--- src/hdl/modexp_pkg.sv ---
// modexp_pkg: shared types and defaults for the modular exponentiation block
// no dependencies; imported by modular_exponentiation
`timescale 1ns / 1ps

package modexp_pkg;

    // default operand width in bits
    localparam int DEF_WIDTH = 32;

    // sequencer states, one-hot
    typedef enum logic [5:0] {
        S_IDLE = 6'b000001,
        S_RED  = 6'b000010,
        S_SKIP = 6'b000100,
        S_SQR  = 6'b001000,
        S_MUL  = 6'b010000,
        S_FIN  = 6'b100000
    } t_state;

endpackage

--- src/hdl/modular_exponentiation.sv ---
// modular_exponentiation: left-to-right square-and-multiply, depends on modexp_pkg
// zero modulus: result zero, no product; else base reduced mod n by one product first,
// exponent zero then gives 1 mod n; S_FIN waits until the output register is free. One
// item at a time, a beat taken only in S_IDLE; the bit-serial multiplier takes one bit per
// step, and each exponent bit from the top set bit down costs one or two products
// reset (i_rst_n low, synchronous): sequencer idle, no result pending, modulus set to 1
`timescale 1ns / 1ps

module modular_exponentiation
    import modexp_pkg::*;
#(
    parameter int WIDTH = DEF_WIDTH
) (
    input  logic                                i_clk,
    input  logic                                i_rst_n,
    // modulus register write
    input  logic                                i_cfg_wr_en,
    input  logic [WIDTH-1:0]                    i_cfg_wr_data,
    // input beats
    input  logic                                i_s_tvalid,
    output logic                                o_s_tready,
    input  logic [((2 * WIDTH + 7) / 8) * 8-1:0] i_s_tdata,   // base, exponent, zero fill
    // result beats
    output logic                                o_m_tvalid,
    input  logic                                i_m_tready,
    output logic [((WIDTH + 7) / 8) * 8-1:0]    o_m_tdata    // result, zero fill
);

    localparam int OUT_BYTES = (WIDTH + 7) / 8;
    localparam int KW        = (WIDTH > 1) ? $clog2(WIDTH) : 1;
    localparam int EW        = $clog2(WIDTH + 1);

    // ---------------------------------------------------------------------
    // registers
    // ---------------------------------------------------------------------
    t_state           r_state, n_state;
    logic [WIDTH-1:0] r_n;                  // modulus
    logic [WIDTH-1:0] r_b, n_b;             // base reduced mod n
    logic [WIDTH-1:0] r_r, n_r;             // running power
    logic [WIDTH-1:0] r_exp, n_exp;         // exponent, shifted left one bit per step
    logic [EW-1:0]    r_ecnt, n_ecnt;       // exponent bits not yet consumed
    logic             r_bit, n_bit;         // exponent bit of the current step
    logic [WIDTH-1:0] r_acc, n_acc;         // multiplier accumulator
    logic [WIDTH-1:0] r_a, n_a;             // multiplicand, added when the serial bit is one
    logic [WIDTH-1:0] r_mb, n_mb;           // multiplier, consumed msb first
    logic [KW-1:0]    r_k, n_k;             // multiplier bit counter
    logic [WIDTH-1:0] r_res, n_res;         // output register
    logic             r_ovalid, n_ovalid;

    // ---------------------------------------------------------------------
    // one step of the add-and-double multiplier:
    // acc' = (2 * acc + bit * a) mod n, with acc, a < n so the sum stays below 3n;
    // both corrections are formed side by side and the right one picked
    // ---------------------------------------------------------------------
    logic [WIDTH+2:0] w_sum, w_t1, w_t2;
    logic [WIDTH-1:0] w_step;
    logic [WIDTH-1:0] w_one;                // 1 mod n
    logic             w_mdone;
    logic             w_mul_busy;           // a product is in progress

    always_comb begin
        w_sum = {2'b00, r_acc, 1'b0} + (r_mb[WIDTH-1] ? {3'b000, r_a} : '0);
        w_t1  = w_sum - {3'b000, r_n};
        w_t2  = w_sum - {2'b00, r_n, 1'b0};
        if (!w_t2[WIDTH+2]) begin
            w_step = w_t2[WIDTH-1:0];
        end else if (!w_t1[WIDTH+2]) begin
            w_step = w_t1[WIDTH-1:0];
        end else begin
            w_step = w_sum[WIDTH-1:0];
        end
    end

    assign w_one      = (r_n == WIDTH'(1)) ? '0 : WIDTH'(1);
    assign w_mdone    = (r_k == '0);
    assign w_mul_busy = r_state inside {S_RED, S_SQR, S_MUL};

    // ---------------------------------------------------------------------
    // sequencer
    // ---------------------------------------------------------------------
    assign o_s_tready = (r_state == S_IDLE);

    always_comb begin
        n_state  = r_state;
        n_b      = r_b;
        n_r      = r_r;
        n_exp    = r_exp;
        n_ecnt   = r_ecnt;
        n_bit    = r_bit;
        n_acc    = r_acc;
        n_a      = r_a;
        n_mb     = r_mb;
        n_k      = r_k;
        n_res    = r_res;
        n_ovalid = r_ovalid && !i_m_tready;

        // multiplier advances in every product state
        if (w_mul_busy) begin
            n_acc = w_step;
            n_mb  = {r_mb[WIDTH-2:0], 1'b0};
            n_k   = r_k - KW'(1);
        end

        case (r_state)
            S_IDLE: begin
                if (i_s_tvalid) begin
                    n_exp  = i_s_tdata[2*WIDTH-1:WIDTH];
                    n_ecnt = EW'(WIDTH);
                    if (r_n == '0) begin
                        // modulus zero gives zero
                        n_r     = '0;
                        n_state = S_FIN;
                    end else begin
                        // base mod n as (1 mod n) * base
                        n_acc   = '0;
                        n_a     = w_one;
                        n_mb    = i_s_tdata[WIDTH-1:0];
                        n_k     = KW'(WIDTH - 1);
                        n_state = S_RED;
                    end
                end
            end
            S_RED: begin
                if (w_mdone) begin
                    n_b     = w_step;
                    n_r     = w_one;
                    n_state = S_SKIP;
                end
            end
            S_SKIP: begin
                // drop leading zeros of the exponent, one per cycle
                if (r_exp == '0) begin
                    n_state = S_FIN;
                end else begin
                    n_exp  = {r_exp[WIDTH-2:0], 1'b0};
                    n_ecnt = r_ecnt - EW'(1);
                    if (r_exp[WIDTH-1]) begin
                        n_bit   = 1'b1;
                        n_acc   = '0;
                        n_a     = r_r;
                        n_mb    = r_r;
                        n_k     = KW'(WIDTH - 1);
                        n_state = S_SQR;
                    end
                end
            end
            S_SQR, S_MUL: begin
                if (w_mdone) begin
                    n_r   = w_step;
                    n_acc = '0;
                    n_k   = KW'(WIDTH - 1);
                    if (r_state == S_SQR && r_bit) begin
                        n_a     = r_b;
                        n_mb    = w_step;
                        n_state = S_MUL;
                    end else if (r_ecnt == '0) begin
                        n_state = S_FIN;
                    end else begin
                        // next exponent bit: square again
                        n_a     = w_step;
                        n_mb    = w_step;
                        n_bit   = r_exp[WIDTH-1];
                        n_exp   = {r_exp[WIDTH-2:0], 1'b0};
                        n_ecnt  = r_ecnt - EW'(1);
                        n_state = S_SQR;
                    end
                end
            end
            S_FIN: begin
                // wait for the output register to free up
                if (!r_ovalid || i_m_tready) begin
                    n_res    = r_r;
                    n_ovalid = 1'b1;
                    n_state  = S_IDLE;
                end
            end
            default: begin
                n_state = S_IDLE;
            end
        endcase
    end

    always_ff @(posedge i_clk) begin
        if (!i_rst_n) begin
            r_state  <= S_IDLE;
            r_ovalid <= 1'b0;
            r_n      <= WIDTH'(1);
        end else begin
            r_state  <= n_state;
            r_ovalid <= n_ovalid;
            if (i_cfg_wr_en) begin
                r_n <= i_cfg_wr_data;
            end
        end
    end

    always_ff @(posedge i_clk) begin
        r_b    <= n_b;
        r_r    <= n_r;
        r_exp  <= n_exp;
        r_ecnt <= n_ecnt;
        r_bit  <= n_bit;
        r_acc  <= n_acc;
        r_a    <= n_a;
        r_mb   <= n_mb;
        r_k    <= n_k;
        r_res  <= n_res;
    end

    assign o_m_tvalid = r_ovalid;
    assign o_m_tdata  = (OUT_BYTES * 8)'(r_res);

    // ---------------------------------------------------------------------
    // assertions
    // ---------------------------------------------------------------------
    a_acc_reduced: assert property (@(posedge i_clk) disable iff (!i_rst_n)
        w_mul_busy |-> (r_acc < r_n))
        else $error("multiplier accumulator not reduced");

    a_a_reduced: assert property (@(posedge i_clk) disable iff (!i_rst_n)
        w_mul_busy |-> (r_a < r_n))
        else $error("multiplicand not reduced");

    a_base_reduced: assert property (@(posedge i_clk) disable iff (!i_rst_n)
        (r_state == S_MUL) |-> (r_b < r_n && r_mb < r_n || r_k != KW'(WIDTH - 1)))
        else $error("base or square not reduced at multiply start");

    a_fin_loads: assert property (@(posedge i_clk) disable iff (!i_rst_n)
        (r_state == S_FIN && (!r_ovalid || i_m_tready)) |=> (r_ovalid && r_res == $past(r_r)))
        else $error("result not loaded into output register");

endmodule
--- config.mk ---
export PLATFORM = sky130hd
export DESIGN_NAME = modular_exponentiation
export DESIGN_NICKNAME = d
export VERILOG_FILES = /design/src/hdl/modexp_pkg.sv /design/src/hdl/modular_exponentiation.sv
export SDC_FILE = /design/constraint.sdc
export NUM_CORES = 1
export LEC_CHECK = 0
export BUFFER_PORTS_ARGS = -buffer_cell sky130_fd_sc_hd__buf_2
export CORE_MARGIN = 2
export CORE_UTILIZATION = 29
export DETAILED_ROUTE_END_ITERATION = 12
export GPL_TIMING_DRIVEN = 0
export PLACE_DENSITY_LB_ADDON = 0.08
export SLEW_MARGIN = 20
export SYNTH_ARGS = -nofsm -noshare
export SYNTH_HDL_FRONTEND = slang
export SYNTH_SLANG_ARGS = --single-unit
--- constraint.sdc ---
create_clock -name i_clk -period 7.9 [get_ports i_clk]
set_input_delay 1.185 -clock i_clk [delete_from_list [all_inputs] [get_ports i_clk]]
set_output_delay 1.185 -clock i_clk [all_outputs]
set_load 0.02 [all_outputs]
# ---- Yosys cells after proc, flatten, opt, wreduce, memory -nomap -nowiden
# Cells that the tools add are included.
dict set report word_totals {
  reg_bits 275
  latch_bits 0
  ram_bits 0
  rom_bits 0
  input_bits 101
  n_memories 0
}
dict set report op_classes {
  n_addsub 5
  mul 0
  n_div 0
  order_cmp 0
  eq_ne 19
  n_shift 0
  n_mux 70
  n_bitwise 0
  n_reduce_logical 21
}
# cell count
set op_table {}
lappend op_table {{two-way mux 32 bit} 33}
lappend op_table {{case mux 32 bit (3 select lines)} 5}
lappend op_table {{two-way mux 6 bit} 14}
lappend op_table {{logical NOT 32 bit} 2}
lappend op_table {{subtractor 34 x 32 -> 35 bit} 1}
lappend op_table {{subtractor 34 x 33 -> 35 bit} 1}
lappend op_table {{adder 33 x 32 -> 34 bit} 1}
lappend op_table {{equality test 32 x 1 -> 1 bit (second input constant)} 1}
lappend op_table {{two-way mux 5 bit} 6}
lappend op_table {{case mux 6 bit (5 select lines)} 1}
lappend op_table {{inequality test 2 bit (second input constant)} 9}
lappend op_table {{case mux 6 bit (3 select lines)} 1}
lappend op_table {{case mux 5 bit (3 select lines)} 1}
lappend op_table {{AND reduction 6 bit} 2}
lappend op_table {{AND reduction 5 bit} 2}
lappend op_table {{nonzero test 3 bit} 3}
lappend op_table {{two-way mux 1 bit} 8}
lappend op_table {{AND reduction 7 bit} 1}
lappend op_table {{equality test 6 x 1 -> 1 bit (second input constant)} 1}
lappend op_table {{equality test 6 x 2 -> 1 bit (second input constant)} 1}
lappend op_table {{equality test 6 x 3 -> 1 bit (second input constant)} 1}
lappend op_table {{equality test 6 x 4 -> 1 bit (second input constant)} 1}
lappend op_table {{equality test 6 x 5 -> 1 bit (second input constant)} 1}
lappend op_table {{equality test 6 bit (second input constant)} 1}
lappend op_table {{13 further kinds} 17}

# ---- Longest topological paths before layout
# Gate-level depths: netlist of the first run.
dict set report depth {
  ltp_word 9
  ltp_mapped 25
}

# ---- Least setup slack after synthesis of the first run
# Ideal clock, no wire load.
dict set report synth_timing {
  path_type {register to register}
  from {reg r_mb[31]}
  to {reg r_a[28], data pin}
  t_arrival_ns 5.261
  t_required_ns 7.632
  path_slack_ns 2.371
  stages_incl_launch_ff 23
  n_path_buf 4
  synth_period_minus_slack_ns 5.529
  path_cell_list {dfxtp_1 clkbuf_1 and2_1 ha_1 fa_1 a211oi_1 o21ai_1 o211ai_2 nand2_1 and4b_1 or4_1 ha_1 clkbuf_1 nand4_1 nor4_1 a22oi_2 or3_1 buf_6 nand3_4 buf_12 mux2_2 a222oi_1 o21ai_1}
}
dict set report synth_between {
  elab_chain_cells 9
  word_cells_on_any_way 10
}
# item line
set synth_lines {}
lappend synth_lines {{start, declared} modular_exponentiation.sv:45} ;# logic [WIDTH-1:0] r_mb, n_mb;
lappend synth_lines {{start signal, assigned} modular_exponentiation.sv:205} ;# r_mb <= n_mb;
lappend synth_lines {{two-way mux 32 bit (*)} modular_exponentiation.sv:62} ;# w_sum = {2'b00, r_acc, 1'b0} + (r_mb[WIDTH-1] ? {3'b000, r_a} : '0);
lappend synth_lines {{adder 33 x 32 -> 34 bit (*)} modular_exponentiation.sv:62}
lappend synth_lines {{subtractor 34 x 32 -> 35 bit} modular_exponentiation.sv:63} ;# w_t1 = w_sum - {3'b000, r_n};
lappend synth_lines {{two-way mux 32 bit} modular_exponentiation.sv:67} ;# end else if (!w_t1[WIDTH+2]) begin
lappend synth_lines {{two-way mux 32 bit (*)} modular_exponentiation.sv:65} ;# if (!w_t2[WIDTH+2]) begin
lappend synth_lines {{two-way mux 32 bit (*)} modular_exponentiation.sv:156} ;# end else if (r_ecnt == '0) begin
lappend synth_lines {{two-way mux 32 bit (*)} modular_exponentiation.sv:152} ;# if (r_state == S_SQR && r_bit) begin
lappend synth_lines {{two-way mux 32 bit (*)} modular_exponentiation.sv:148} ;# if (w_mdone) begin
lappend synth_lines {{case mux 32 bit (3 select lines) (*)} modular_exponentiation.sv:104} ;# case (r_state)
lappend synth_lines {{via n_a[28]} modular_exponentiation.sv:44} ;# logic [WIDTH-1:0] r_a, n_a;
lappend synth_lines {{end signal, assigned} modular_exponentiation.sv:204} ;# r_a <= n_a;
lappend synth_lines {{end, declared} modular_exponentiation.sv:44}
# The timed path passes the listed nets; every way through them passes the cells marked *. The select of a mux whose other input is x is not followed.
# A chain may end at the register's enable or synchronous reset.

# ---- Worst setup path in the final report of the first run
dict set report layout_timing {
  from {reg r_mb[31]}
  to {reg r_r[4], data pin}
}
dict set report layout_between {
  elab_chain_cells 7
  word_cells_on_any_way 8
}
# item line
set layout_lines {}
lappend layout_lines {{two-way mux 32 bit (*)} modular_exponentiation.sv:62}
lappend layout_lines {{adder 33 x 32 -> 34 bit (*)} modular_exponentiation.sv:62}
lappend layout_lines {{subtractor 34 x 32 -> 35 bit} modular_exponentiation.sv:63}
lappend layout_lines {{two-way mux 32 bit} modular_exponentiation.sv:67}
lappend layout_lines {{two-way mux 32 bit (*)} modular_exponentiation.sv:65}
lappend layout_lines {{two-way mux 32 bit (*)} modular_exponentiation.sv:148}
lappend layout_lines {{case mux 32 bit (3 select lines) (*)} modular_exponentiation.sv:104}
lappend layout_lines {{via n_r[4]} modular_exponentiation.sv:39} ;# logic [WIDTH-1:0] r_r, n_r;
lappend layout_lines {{end signal, assigned} modular_exponentiation.sv:199} ;# r_r <= n_r;
lappend layout_lines {{end, declared} modular_exponentiation.sv:39}
# Marked as above.

==> flow_metrics.py, run 1 <==
metrics = {
    "status": {
        "status": "completed",
    },
    "route": {
        "drt_iter0_drc": 1102,
        "wl_per_cell_um": 24.0,
        "vias": 15852,
        "detail-route-antenna-nets": 0,
        "avgViaCountPerCell": 5.41,
        "drtPass1Iterations": 6,
        "routed_wl_mm": 70.2,
        "drcViolationCount": 0,
    },
    "placed_design": {
        "port_buffers": 132,
        "dp_hpwl_mm": 55.2,
        "gp_congestion": 0.877,
    },
    "sta": {
        "fmax_ghz": 0.138,
        "finalCriticalPeriod_ns": 7.26,
        "rsz0062_at_grt": "false",
        "fin_tns_setup_ns": 0,
        "hold_violations": 0,
        "slew_headroom_pct": 31.2,
        "fin_crit_sh_pct": 91.9,
        "worst_pin_slew_ns": 1.02,
        "setup_violations": 0,
        "finClkSkew_ns": 0.0283,
        "slew_violations": 0,
    },
    "clocking": {
        "cts_buffers": 36,
        "cts_tree": "yes",
        "clkLatencyLatePin_ns": 0.57,
        "cts_sinks": 275,
        "cts_resized": 0,
        "clockBufferDepth": 3,
        "cts-root-buf": "clkbuf_16",
        "htree_levels": 2,
        "post_cts_buffers": 0,
        "postCtsHoldBufs": 0,
        "cts.clk_slew.worst_paths_ns": 0.06,
    },
    "floorplanning": {
        "chipHeight_um": 253,
        "num_rows": 91,
        "ios": 135,
        "die-area_um2": 64100,
        "initial_utilization_pct": 29.3,
        "die_w_um": 253,
        "core_area_um2": 61500,
    },
    "worst_setup_path": {
        "crit_arrival_ns": 7.55,
        "crit_slowest_cell": "nor4_1",
        "crit_fanout": 10,
        "path_cells": "clkbuf_1 -> and2_1 -> ha_1 -> fa_1 -> a211oi_1 -> o21ai_1 -> o211ai_2 -> nand2_1 -> and4b_1 -> or4_1 -> ha_1 -> clkbuf_1 -> nand4_1 -> nor4_1 -> a22oi_2 -> or3_1 -> buf_6 -> nand3_4 -> buf_12 -> mux2_1 -> mux2i_1 -> nor2_1",
        "reg2regPathDepth": 22,
        "critPathRequiredTime_ns": 8.18,
        "max_stage_delay_ns": 0.64,
        "reg2reg_to": "r_r[4]$_DFFE_PP_",
        "cp-end-kind": "register",
        "crit_family": "simple AND/OR/NAND/NOR gates",
        "reg2reg_from": "r_mb[31]$_DFF_P_",
        "startpoint_type": "register",
        "rrSetupSlack_ns": 0.64,
        "worstPathBufferInverterCount": 4,
        "crit_type": "reg2reg",
    },
    "synth": {
        "syn_area_um2": 18000,
        "avgSynthCellArea_um2": 9.34,
        "synthesis.nets": 2129,
        "synth_ff_type": "edfxtp_1",
        "ys_seq_area_share_pct": 39.9,
        "synthMuxAreaShare_pct": 7.40,
        "synth_top_family_by_area": "compound AO/OA/AOI/OAI gates",
        "synth_seq_cells": 275,
        "synth_cell_types": 96,
        "synthXorXnorAreaFrac_pct": 3.70,
        "yosysWarnings": 0,
        "synth_compound_area_share_pct": 22.0,
        "synth_edf_count": 167,
        "syn_inst": 1928,
        "synthArstFlopShare_pct": 0,
        "synth-simple-area-share_pct": 15.8,
        "synth_fa_ha_area_share_pct": 7.08,
    },
    "global_routing": {
        "grt_max_degree": 27,
        "grt_overflow": 0,
        "grt_pass1_wl_mm": 103,
        "antenna_found_initial": 0,
        "grt_pass1_vias": 15816,
        "grt_usage_pct": 21.8,
    },
    "final_layout": {
        "fillers": 6466,
        "layout_commonest_cell": "edfxtp_1",
        "layout_common_cells": "edfxtp_1, nor2_1, nand2_1",
        "diodes": 0,
        "area_delta_synth_final_pct": 16.8,
        "finalNetCount": 2311,
        "layout-drive-gt1-share_pct": 13.9,
    },
    "min_path": {
        "min_from": "r_acc[19]$_DFF_P_",
        "worstHoldPathCells": 2,
        "hold_class": "reg2reg",
        "min_to": "r_acc[19]$_DFF_P_",
    },
    "flow_run": {
        "drv_cap": 0,
    },
}
## synth_stat cells, types with 5 or more instances
cell	n	area [um^2]
o21ai_0	120	601
mux2_2	44	495
clkbuf_1	77	289
ha_1	97	1210
a22oi_1	15	113
a221oi_1	26	228
nor2_1	155	582
nand3_1	30	150
o31ai_1	8	60.1
nor2b_1	49	307
or3_1	16	100
xnor2_1	36	315
edfxtp_1	167	5010
a31oi_1	19	119
a211o_1	10	87.6
a21oi_1	137	686
nor4_1	21	131
o21bai_1	16	120
nor3_1	32	160
and3_1	14	87.6
xor2_1	40	350
mux2i_1	81	811
o221ai_1	8	70.1
nand2b_1	17	106
o21a_1	17	128
a222oi_1	14	140
inv_1	89	334
buf_2	8	40.0
a21oi_2	5	43.8
a211oi_1	22	165
o21ai_1	11	55.1
and2_1	46	288
a21boi_0	12	90.1
buf_1	9	33.8
nand4_1	16	100
o211ai_1	15	113
nand2_1	151	567
a22o_1	16	140
dfxtp_1	108	2160
a221o_1	12	120
a21o_1	51	383
## worst max path at each step
stage	to	cells past startpoint	slack [ns]	from
floorplan	r_a[28]$_DFFE_PP_	22	2.37	r_mb[31]$_DFF_P_
global placement	r_a[14]$_DFFE_PP_	21	0.33	r_mb[31]$_DFF_P_
detailed placement	r_a[14]$_DFFE_PP_	20	0.25	r_mb[31]$_DFF_P_
CTS	r_a[14]$_DFFE_PP_	20	0.23	r_mb[31]$_DFF_P_
global route	r_b[4]$_DFFE_PP_	22	0.23	r_mb[31]$_DFF_P_
finish	r_r[4]$_DFFE_PP_	22	0.64	r_mb[31]$_DFF_P_
## worst register-to-register path, cell delays in order (launching register included)
cell,delay [ns]
dfxtp_1,0.41
clkbuf_1,0.31
and2_1,0.27
ha_1,0.24
fa_1,0.46
a211oi_1,0.23
o21ai_1,0.20
o211ai_2,0.29
nand2_1,0.22
and4b_1,0.23
or4_1,0.59
ha_1,0.31
clkbuf_1,0.27
nand4_1,0.21
nor4_1,0.64
a22oi_2,0.15
or3_1,0.41
buf_6,0.16
nand3_4,0.20
buf_12,0.19
mux2_1,0.38
mux2i_1,0.55
nor2_1,0.08
## sequential cells by signal (all words and copies together) (netlist names)
name	count
o_m_tvalid	1
r_b	32
r_mb	32
r_n	32
r_exp	32
r_acc	32
r_a	32
r_state	6
r_r	32
r_ecnt	6
o_m_tdata	32
r_bit	1
r_k	5
## per-stage QoR
stage          cells  cell area, um^2  util [%]  hold WS, ns  setup slack [ns]
2_1_floorplan   1928            18000         -        0.436              2.37
5_1_grt         2928            21000      34.2        0.496             0.233
6_report        2928            21000      34.2        0.462             0.639
3_5_place_dp    2862            19800      32.3        0.456             0.248
4_1_cts         2928            21000      34.2        0.462             0.233
3_3_place_gp    2850            19700      32.0        0.451             0.334
## routing by layer
layer	vias to the layer above	wire, um	GRT usage [%]	part of all wire (%)
met5	-	0	0	0
met4	0	2400	7.44	3.4
met3	107	3280	2.85	4.7
met2	428	33000	36.4	47
met1	7757	31500	28.9	45
li1	7560	-	-	-
## area by class of cell
type / instances / area [um^2] / area share (%)
buffer: 99 / 423 / 2.01
clock buffer: 44 / 951 / 4.52
clock inverter: 22 / 221 / 1.05
inverter: 90 / 338 / 1.61
multi-input combinational: 1464 / 10100 / 48.1
sequential: 275 / 7180 / 34.1
tap: 790 / 988 / 4.70
timing repair buffer: 144 / 803 / 3.82
## cell families after synthesis
group	after synthesis
DFF	275
and+or+nand+nor	578
buffers and inverters	189
adders and majority gates	100
AOI/OAI and AO/OA	583
xor gates and xnor gates	76
muxes	127
Power of run 1 is not shown: default switching activity piles up to over one toggle a cycle in this logic, so the estimate is an artifact.
==> run 2: changes to the inputs <==
Settings changed: PLACE_DENSITY_LB_ADDON 0.08 to not set.
==> flow_metrics.py, run 2 (synthesis gave the netlist of run 1 again) <==
metrics = {
    "status": {
        "status": "completed",
    },
    "clocking": {
        "post_cts_buffers": 0,
        "clockBufferDepth": 3,
        "clkLatencyLatePin_ns": 0.61,
        "htree_levels": 1,
        "cts-root-buf": "clkbuf_16",
        "cts_resized": 0,
        "postCtsHoldBufs": 0,
        "cts_tree": "yes",
        "cts_sinks": 275,
        "cts.clk_slew.worst_paths_ns": 0.07,
        "cts_buffers": 31,
    },
    "global_routing": {
        "grt_pass1_vias": 15852,
        "grt_max_degree": 28,
        "grt_usage_pct": 19.6,
        "grt_overflow": 0,
        "antenna_found_initial": 0,
        "grt_pass1_wl_mm": 95.9,
    },
    "final_layout": {
        "finalNetCount": 2306,
        "final_cell_area_um2": 20900,
        "layout_commonest_cell": "edfxtp_1",
        "fin_cells": 2921,
        "layout_common_cells": "edfxtp_1, nor2_1, nand2_1",
        "layout-drive-gt1-share_pct": 13.4,
        "fillers": 6349,
        "area_delta_synth_final_pct": 15.9,
    },
    "route": {
        "drtPass1Iterations": 6,
        "vias": 16094,
        "drcViolationCount": 0,
        "drt_iter0_drc": 1439,
        "avgViaCountPerCell": 5.51,
        "wl_per_cell_um": 22.1,
        "routed_wl_mm": 64.6,
        "detail-route-antenna-nets": 0,
    },
    "sta": {
        "fin_crit_sh_pct": 92.3,
        "worst_pin_slew_ns": 1.16,
        "finalCriticalPeriod_ns": 7.29,
        "slew_violations": 0,
        "fmax_ghz": 0.137,
        "setup_violations": 0,
        "slew_headroom_pct": 22.1,
        "finClkSkew_ns": 0.0187,
        "fin_tns_setup_ns": 0,
        "hold_violations": 0,
        "rsz0062_at_grt": "false",
        "timing.hold.ws_ns": 0.463,
    },
    "worst_setup_path": {
        "reg2regPathDepth": 20,
        "crit_slowest_cell": "o21ai_0",
        "worst-path-stages": 20,
        "cp-end-kind": "register",
        "crit_type": "reg2reg",
        "reg2reg_to": "r_a[14]$_DFFE_PP_",
        "path_cells": "clkbuf_1 -> and2_1 -> ha_1 -> a211oi_1 -> o211ai_1 -> a21oi_1 -> o21ai_0 -> a31oi_1 -> xnor2_1 -> ha_1 -> clkbuf_1 -> nand4_1 -> nor4_1 -> a22oi_2 -> or3_1 -> buf_6 -> nand3_4 -> mux2_2 -> o21ai_0 -> o21ai_0",
        "worstPathBufferInverterCount": 3,
        "critPathRequiredTime_ns": 8.22,
        "crit_fanout": 10,
        "crit_arrival_ns": 7.61,
        "cp_common_cell": "o21ai_0",
        "rrSetupSlack_ns": 0.61,
        "crit_family": "compound AO/OA/AOI/OAI gates",
        "reg2reg_from": "r_mb[31]$_DFF_P_",
        "max_stage_delay_ns": 0.78,
        "startpoint_type": "register",
    },
    "min_path": {
        "worstHoldPathCells": 2,
        "min_to": "r_acc[20]$_DFF_P_",
        "hold_class": "reg2reg",
        "min_from": "r_acc[20]$_DFF_P_",
    },
    "floorplanning": {
        "ios": 135,
        "num_rows": 91,
        "core_area_um2": 61500,
        "chipHeight_um": 253,
        "initial_utilization_pct": 29.3,
        "die_w_um": 253,
        "die-area_um2": 64100,
    },
    "placed_design": {
        "place_area_um2": 19800,
        "dp_cells": 2862,
        "dp_hpwl_mm": 50.8,
        "port_buffers": 132,
        "gp_congestion": 0.932,
    },
    "flow_run": {
        "drv_cap": 0,
    },
}
## run 2: cell types whose count changed in the layout (fill, tap and decap cells not counted), moves of 3 or more
cell       previous run  this run
buf_6                 1         4
clkbuf_16            36        31
clkinv_2              8         4
clkinv_1              6         3
clkbuf_1             82        88
## run 2: worst register-to-register path, cell delays in order, from the launching register on
cell	delay, ns
dfxtp_1	0.54
clkbuf_1	0.49
and2_1	0.28
ha_1	0.27
a211oi_1	0.29
o211ai_1	0.19
a21oi_1	0.38
o21ai_0	0.22
a31oi_1	0.49
xnor2_1	0.28
ha_1	0.34
clkbuf_1	0.27
nand4_1	0.22
nor4_1	0.47
a22oi_2	0.18
or3_1	0.40
buf_6	0.16
nand3_4	0.19
mux2_2	0.36
o21ai_0	0.78
o21ai_0	0.21
## run 2: worst max path at each step
stage | from | end | slack (ns)
after floorplan | r_mb[31]$_DFF_P_ | r_a[28]$_DFFE_PP_ | 2.37
after global placement | r_mb[31]$_DFF_P_ | r_a[14]$_DFFE_PP_ | 0.68
after detailed placement | r_mb[31]$_DFF_P_ | r_a[14]$_DFFE_PP_ | 0.58
after CTS | r_mb[31]$_DFF_P_ | r_a[14]$_DFFE_PP_ | 0.57
after global routing | r_mb[31]$_DFF_P_ | r_a[14]$_DFFE_PP_ | 0.13
final | r_mb[31]$_DFF_P_ | r_a[14]$_DFFE_PP_ | 0.61
## run 2: through the flow
stage | setup WS (ns) | utilization (%)
2_1_floorplan | 2.37 | -
3_3_place_gp | 0.678 | 32.0
3_5_place_dp | 0.581 | 32.3
4_1_cts | 0.569 | 33.9
5_1_grt | 0.131 | 33.9
6_report | 0.611 | 33.9
## run 2: cell type report
class,instances,area [um^2],area share [%]
clock inverters,13,163,0.780
repair buffers,144,807,3.87
diodes,1,2.50,0.0120
multi-input cells,1464,10100,48.5
well taps,790,988,4.74
clock buffers,45,858,4.11
flip-flops and latches,275,7180,34.4
inverters,90,338,1.62
plain buffers,99,422,2.02
## run 2: per-layer routing
| layer | vias up | global-route usage [%] | routed length (um) |
|---|---|---|---|
| li1 | 7548 | - | - |
| met4 | 0 | 8.72 | 2950 |
| met2 | 641 | 34.4 | 31600 |
| met3 | 147 | 2.78 | 4090 |
| met1 | 7758 | 23.8 | 25900 |
| met5 | - | 0 | 0 |
Power of run 2 is left out for the same reason.
==> run 3: changes to the inputs <==
Settings changed: CORE_UTILIZATION 29 to 60, PLACE_DENSITY set to 0.8, REMOVE_ABC_BUFFERS set to 1.
==> flow_metrics.py, run 3 (synthesis gave the netlist of run 1 again) <==
metrics = {
    "clocking": {
        "post_cts_buffers": 0,
        "clkLatencyLatePin_ns": 0.59,
        "postCtsHoldBufs": 0,
        "cts_resized": 0,
        "cts_buffers": 29,
        "clockBufferDepth": 3,
        "htree_levels": 1,
        "cts_tree": "yes",
        "cts_sinks": 275,
        "cts.clk_slew.worst_paths_ns": 0.06,
        "cts-root-buf": "clkbuf_16",
    },
    "min_path": {
        "worstHoldPathCells": 2,
        "hold_class": "reg2reg",
    },
    "final_layout": {
        "fin_cells": 2433,
        "finalNetCount": 2221,
        "fillers": 2318,
        "diodes": 0,
        "layout-drive-gt1-share_pct": 14.9,
        "layout_commonest_cell": "edfxtp_1",
        "area_delta_synth_final_pct": 12.2,
        "layout_common_cells": "edfxtp_1, nor2_1, nand2_1",
        "post-route-util_pct": 68.4,
    },
    "worst_setup_path": {
        "rrSetupSlack_ns": 0.37,
        "critPathLaunch": "r_mb[31]$_DFF_P_",
        "crit_type": "reg2reg",
        "critPathRequiredTime_ns": 8.19,
        "reg2reg_to": "r_a[14]$_DFFE_PP_",
        "reg2regPathDepth": 18,
        "cp-end-kind": "register",
        "cp-endpoint": "r_a[14]$_DFFE_PP_",
        "reg2reg_from": "r_mb[31]$_DFF_P_",
        "crit_fanout": 33,
        "crit_arrival_ns": 7.82,
        "startpoint_type": "register",
    },
    "sta": {
        "worst_pin_slew_ns": 1.03,
        "rsz0062_at_grt": "false",
        "slew_headroom_pct": 30.7,
        "finClkSkew_ns": 0.0206,
        "fin_tns_setup_ns": 0,
        "fmax_ghz": 0.133,
        "setup_violations": 0,
        "slew_violations": 0,
        "fin_crit_sh_pct": 95.3,
        "hold_violations": 0,
        "setup_ws_ns": 0.373,
        "finalCriticalPeriod_ns": 7.53,
    },
    "status": {
        "status": "completed",
    },
    "global_routing": {
        "antenna_found_initial": 0,
        "grt_pass1_wl_mm": 82.1,
        "grt_max_degree": 56,
        "grt_pass1_vias": 15152,
        "grt_usage_pct": 33.4,
        "grt_overflow": 0,
    },
    "placed_design": {
        "post-place-ws_ns": 0.578,
        "dp_hpwl_mm": 38.7,
        "gp_congestion": 0.986,
        "dp_cells": 2379,
        "port_buffers": 134,
    },
    "route": {
        "avgViaCountPerCell": 6.54,
        "drt_iter0_drc": 1873,
        "routed_wl_mm": 53.1,
        "detail-route-antenna-nets": 0,
        "wl_per_cell_um": 21.8,
        "drcViolationCount": 0,
        "vias": 15914,
        "drtPass1Iterations": 6,
    },
    "floorplanning": {
        "die-area_um2": 31400,
        "num_rows": 63,
        "initial_utilization_pct": 60.9,
        "core_area_um2": 29600,
        "die_w_um": 177,
        "chipHeight_um": 177,
        "ios": 135,
    },
    "flow_run": {
        "drv_cap": 0,
    },
}
run 3: cell types whose count changed in the layout (fill, tap and decap cells not counted), moves of 3 or more:
cell | previous run | this run
clkbuf_1 | 88 | 3
buf_4 | 7 | 14
buf_6 | 4 | 1
and2_2 | 0 | 4
nand2_1 | 151 | 148
and2_1 | 46 | 42
buf_1 | 9 | 0
buf_16 | 1 | 4
buf_2 | 140 | 134
clkinv_2 | 4 | 7
run 3: layer usage:
metal,vias up,part of all wire (%),global-route usage [%]
li1,7376,-,-
met1,7550,40,43.6
met2,824,47,55.0
met3,164,8.5,4.77
met4,0,4.7,15.1
met5,-,0,0
run 3: worst max-delay path, cell delays in order, from the launching register on:
cell and delay (ns):
dfxtp_2 0.78, and2_1 0.29, ha_1 0.26, a211oi_1 0.29, o211ai_1 0.20, a21oi_1 0.43, o21ai_0 0.28, a31oi_1 0.54
o21ai_0 0.18, xor2_1 0.21, ha_1 0.45, nand4_1 0.17, nor4_1 0.64, a22oi_2 0.15, or3_1 0.61, nand3_4 0.46
mux2_2 0.40, o21ai_0 0.64, o21ai_0 0.21
run 3: layout make-up:
cell class | instances | area [um^2] | share of cell area, %
inverter | 90 | 338 | 1.67
tap | 390 | 488 | 2.42
sequential | 275 | 7180 | 35.5
clock inverter | 20 | 248 | 1.23
clock buffer | 34 | 764 | 3.78
timing repair buffer | 160 | 1020 | 5.06
multi-input combinational | 1464 | 10200 | 50.3
run 3: how the worst min path moves through the flow:
| stage | endpoint | start |
|---|---|---|
| final | r_acc[19]$_DFF_P_ | r_acc[19]$_DFF_P_ |
| after global routing | r_acc[3]$_DFF_P_ | r_acc[3]$_DFF_P_ |
| after CTS | r_acc[19]$_DFF_P_ | r_acc[19]$_DFF_P_ |
| after detailed placement | r_acc[19]$_DFF_P_ | r_acc[19]$_DFF_P_ |
| after global placement | r_acc[19]$_DFF_P_ | r_acc[19]$_DFF_P_ |
| after floorplan | r_acc[20]$_DFF_P_ | r_acc[20]$_DFF_P_ |
run 3: stage by stage:
stage | hold WS [ns] | cell area (um^2)
2_1_floorplan | 0.436 | 17600
3_5_place_dp | 0.450 | 19200
6_report | 0.462 | 20200
3_3_place_gp | 0.444 | 18700
5_1_grt | 0.483 | 20200
4_1_cts | 0.459 | 20200
Power of run 3 is left out for the same reason.
